`src/design/rv32m_pkg.sv`:
```
// shared types and constants of the rv32m multiply/divide unit
package rv32m_pkg;

   localparam int unsigned XLEN      = 32;
   localparam int unsigned NUM_CELLS = XLEN;

   localparam logic [2:0] OP_MUL    = 3'd0;
   localparam logic [2:0] OP_MULH   = 3'd1;
   localparam logic [2:0] OP_MULHSU = 3'd2;
   localparam logic [2:0] OP_MULHU  = 3'd3;
   localparam logic [2:0] OP_DIV    = 3'd4;
   localparam logic [2:0] OP_DIVU   = 3'd5;
   localparam logic [2:0] OP_REM    = 3'd6;
   localparam logic [2:0] OP_REMU   = 3'd7;

   typedef struct packed {
      logic              valid;
      logic [2:0]        op;
      logic              neg;
      logic [XLEN-1:0]   dvs;
      logic [2*XLEN-1:0] acc;
   } stage_type;

endpackage

```
`src/design/rv32m_cell.sv`:
```
// one shift-add / restoring-subtract step of the multiply/divide chain
module rv32m_cell (
   input  logic                clock,
   input  logic                reset,
   input  logic                advance,
   input  rv32m_pkg::stage_type stage_in,
   output rv32m_pkg::stage_type stage_out
);

   localparam int unsigned W = rv32m_pkg::XLEN;

   rv32m_pkg::stage_type stage_ff, stage_in_w;
   logic [W:0]   mul_sum;
   logic [W:0]   div_t;
   logic [W+1:0] div_diff;
   logic         div_ge;
   logic [W-1:0] rem_next;

   always_comb begin
      mul_sum  = {1'b0, stage_in.acc[2*W-1:W]}
               + (stage_in.acc[0] ? {1'b0, stage_in.dvs} : {(W+1){1'b0}});
      div_t    = {stage_in.acc[2*W-1:W], stage_in.acc[W-1]};
      div_diff = {1'b0, div_t} - {2'b00, stage_in.dvs};
      div_ge   = ~div_diff[W+1];
      rem_next = div_ge ? div_diff[W-1:0] : div_t[W-1:0];
      stage_in_w = stage_in;
      if (stage_in.op[2]) begin
         stage_in_w.acc = {rem_next, stage_in.acc[W-2:0], div_ge};
      end else begin
         stage_in_w.acc = {mul_sum, stage_in.acc[W-1:1]};
      end
   end

   always_ff @(posedge clock) begin
      if (reset) begin
         stage_ff.valid <= 1'b0;
      end else if (advance) begin
         stage_ff.valid <= stage_in_w.valid;
      end
      if (advance) begin
         stage_ff.op  <= stage_in_w.op;
         stage_ff.neg <= stage_in_w.neg;
         stage_ff.dvs <= stage_in_w.dvs;
         stage_ff.acc <= stage_in_w.acc;
      end
   end

   assign stage_out = stage_ff;

endmodule

```
`config.mk`:
```
export PLATFORM = sky130hd
export DESIGN_NAME = rv32m_cell
export DESIGN_NICKNAME = d
export VERILOG_FILES = /design/src/design/rv32m_pkg.sv /design/src/design/rv32m_cell.sv
export SDC_FILE = /design/constraint.sdc
export NUM_CORES = 1
export LEC_CHECK = 0
export BUFFER_PORTS_ARGS = -buffer_cell sky130_fd_sc_hd__buf_4
export CAP_MARGIN = 20
export CORE_MARGIN = 1.5
export CORE_UTILIZATION = 51
export CTS_CLUSTER_SIZE = 16
export DETAILED_ROUTE_END_ITERATION = 10
export PLACE_DENSITY_LB_ADDON = 0.3
export RECOVER_POWER = 50
export SYNTH_ARGS = -nofsm -noshare
export SYNTH_HDL_FRONTEND = slang
export SYNTH_SLANG_ARGS = --single-unit
```
`constraint.sdc`:
```
create_clock -name clock -period 7.5 [get_ports clock]
set_input_delay 0.75 -clock clock [delete_from_list [all_inputs] [get_ports clock]]
set_output_delay 0.75 -clock clock [all_outputs]
set_load 0.02 [all_outputs]
```
==> flow_summary.yaml <==
outcome:
  status: "finished with violations"
  violations: "max-capacitance violations, max-slew violations"
sta:
  hold_slack_ns: 0.514
  final.setup.worst_slack_ns: 2.93
  final_hold_viol_count: 0
  rsz0062_at_grt: "no"
  skew_ns: 0
  worst_slew_pin_slew_ns: 4.59
  maxSlewHeadroom_pct: -206
  tns_ns: 0
  drv_slew: 126
  fin_crit_ns: 4.57
  fin_crit_sh_pct: 61.0
  finalSetupViolations: 0
  fmaxAchievable_mhz: 219
synth:
  ys.flop_type: "edfxtp_1"
  synth.avg_cell_area_sq_um: 10.1
  synth_top_area_cell: "edfxtp_1"
  yosysTopAreaCellShare_pct: 39.2
  yosysWarnings: 0
  ys_ff_latch: 101
  syn_inst: 759
  synth-seq-area-share_pct: 39.5
  synth_nets: 929
  ys_async_sr_fraction_pct: 0
  syn_area_sq_mm: 0.00766
  synth_edf_count: 100
  yosysUniqueCellTypes: 61
  synth_area_leaders: "edfxtp_1 (39%), ha_1 (10%), a21oi_1 (5.0%)"
place:
  gp_congestion: 0.909
  dp.cells: 1121
  dpl_worst_slack_ns: 3.17
  dpl.hpwl_um: 14300
  place_area_sq_mm: 0.00929
  io_buffer_count: 204
floorplan:
  ios: 205
  initial_core_util_pct: 52.5
  die_w_um: 126
  coreArea_sq_mm: 0.0146
  rows: 44
  die_area_sq_mm: 0.0158
  die_h_um: 126
cts:
  clk_path_buf_depth: 2
  clock_latency_ns: 0.36
  postCtsHoldBufs: 0
  cts_tree: "built"
  numCtsBuffers: 9
  ctsResizeCount: 0
  htree_levels: 3
  clkSlewWorstSetupHoldPaths_ns: 0.08
  cts.sinks: 101
  ctsRootBufferMaster: "clkbuf_16"
  post_cts_buffers: 0
critical_path:
  end_kind: "flop"
  rr_startpoint: "stage_out[100]$_SDFFE_PP0P_"
  r2r_slack_ns: 6.91
  path_class: "input pin to flop"
  arrival_ns: 4.69
  cp.required_ns: 7.61
  cp-start-kind: "input pin"
  critical_path.max_fanout: 93
  crit_path_start: "stage_in[99]"
layout:
  area_delta_synth_final_pct: 19.4
  register_area_sq_mm: 0.00302
  fillCellCount: 1255
  nets: 1118
  drive_above_1_share_pct: 15.4
  stdcell_area_sq_mm: 0.00915
  final_cells: 1137
  insertedDiodeCount: 0
  largest_reg_flops: 101
  multiInputGateArea_sq_mm: 0.00434
worst_hold_path:
  hp-class: "flop to flop"
  hold_start: "stage_out[100]$_SDFFE_PP0P_"
route:
  routed_wl_um: 19000
  viasPerCell: 5.63
  dr.pass1.iters: 5
  vias: 6401
  ant_nets: 0
  wl_per_cell_um: 16.7
  drc: 0
  first_iter_violations: 444
global_route:
  track_usage_pct: 24.0
  grt_pass1_wl_um: 30500
  grt.overflow.total: 0
  antenna_found_initial: 0
  grt_pass1_vias: 6053
  grt_max_degree: 94
power:
  p_per_area_mw_per_mm2: 194
  vdd_ir_drop_max_mv: 0.115
  p_leak_nw: 3.86
flow_run:
  cap_viol_max_count: 2
==> per-layer routing <==
metal,global-route usage [%],vias up,share of wire [%]
met5,0,-,0
met4,7.75,0,1.9
met3,4.32,27,5.8
met2,39.2,190,48
met1,32.5,3004,45
li1,-,3180,-
==> worst max-delay path, stage by stage <==
cell	delay, ns
clkbuf_1	3.17
o21ai_0	0.40
o22ai_1	0.34
==> worst paths after layout <==
check                                      to  cells past startpoint
setup / recovery      stage_out[62]$_DFFE_PP_                      3
hold / removal    stage_out[100]$_SDFFE_PP0P_                      2
setup reg to reg  stage_out[100]$_SDFFE_PP0P_                      2
hold reg to reg   stage_out[100]$_SDFFE_PP0P_                      2
==> stage by stage <==
stage	utilization, %	power [mW]
after floorplan	-	1.12
after global placement	63.7	1.33
after detailed placement	63.7	1.34
after CTS	65.8	1.83
after global routing	62.7	1.87
final	62.7	1.78
==> layout make-up <==
class | count | share of cell area [%]
clock buffer | 9 | 2.46
clock inverter | 7 | 0.916
inverter | 43 | 1.76
multi-input combinational | 588 | 47.4
sequential | 101 | 33.0
tap | 184 | 2.52
timing repair buffer | 205 | 11.9
==> placed cells by master, fill, tap and decap left out, types with 10 or more instances in the layout <==
cell type	synthesis	final
nand3_1	10	10
nor2_1	57	57
edfxtp_1	100	100
mux2_2	31	31
a21o_1	28	28
a21oi_1	76	76
o21ai_0	31	31
and2_1	36	36
o21a_1	16	16
mux2i_1	35	35
ha_1	64	64
buf_4	1	83
a211oi_1	11	11
xor2_1	22	22
nand4_1	10	10
xnor2_1	33	33
nand2_1	37	37
inv_1	43	43
clkbuf_1	20	119
==> logic make-up after synthesis <==
family	after synthesis	synth area share (%)
buf+inv	70	3.97
simple gates	179	11.5
fa+ha+maj	66	11.0
mux	66	9.13
flops	101	39.5
xor+xnor	55	6.29
compound gates	222	18.7
==> cells in the mapped netlist (2+ instances only) <==
master and instances:
o21ai_2 2, a211oi_1 11, o211ai_1 9, clkbuf_1 20, nand2b_1 5, nand3_1 10
nor2_1 57, mux2i_1 35, o21bai_1 8, nor2b_1 8, a31oi_1 9, nand4_1 10
a21o_1 28, edfxtp_1 100, and2_1 36, xor2_1 22, mux2_2 31, fa_1 2
a21oi_1 76, o21a_1 16, a31o_2 2, nor3_1 3, buf_6 5, nand2_1 37
a211o_1 3, and3_1 4, o31a_1 2, o21ba_2 2, or2_2 2, o21ai_0 31
inv_1 43, xnor2_1 33, o22ai_1 6, ha_1 64
==> power by group <==
part / switching (mW) / total [mW] / leakage (nW) / internal, mW
Combinational: 0.345 / 0.579 / 2.72 / 0.234
Clock: 0.245 / 0.486 / 0.152 / 0.241
Sequential: 0.0159 / 0.711 / 0.988 / 0.695
Total: 0.606 / 1.78 / 3.86 / 1.17
No activity file was read; power rests on OpenSTA's default activity.
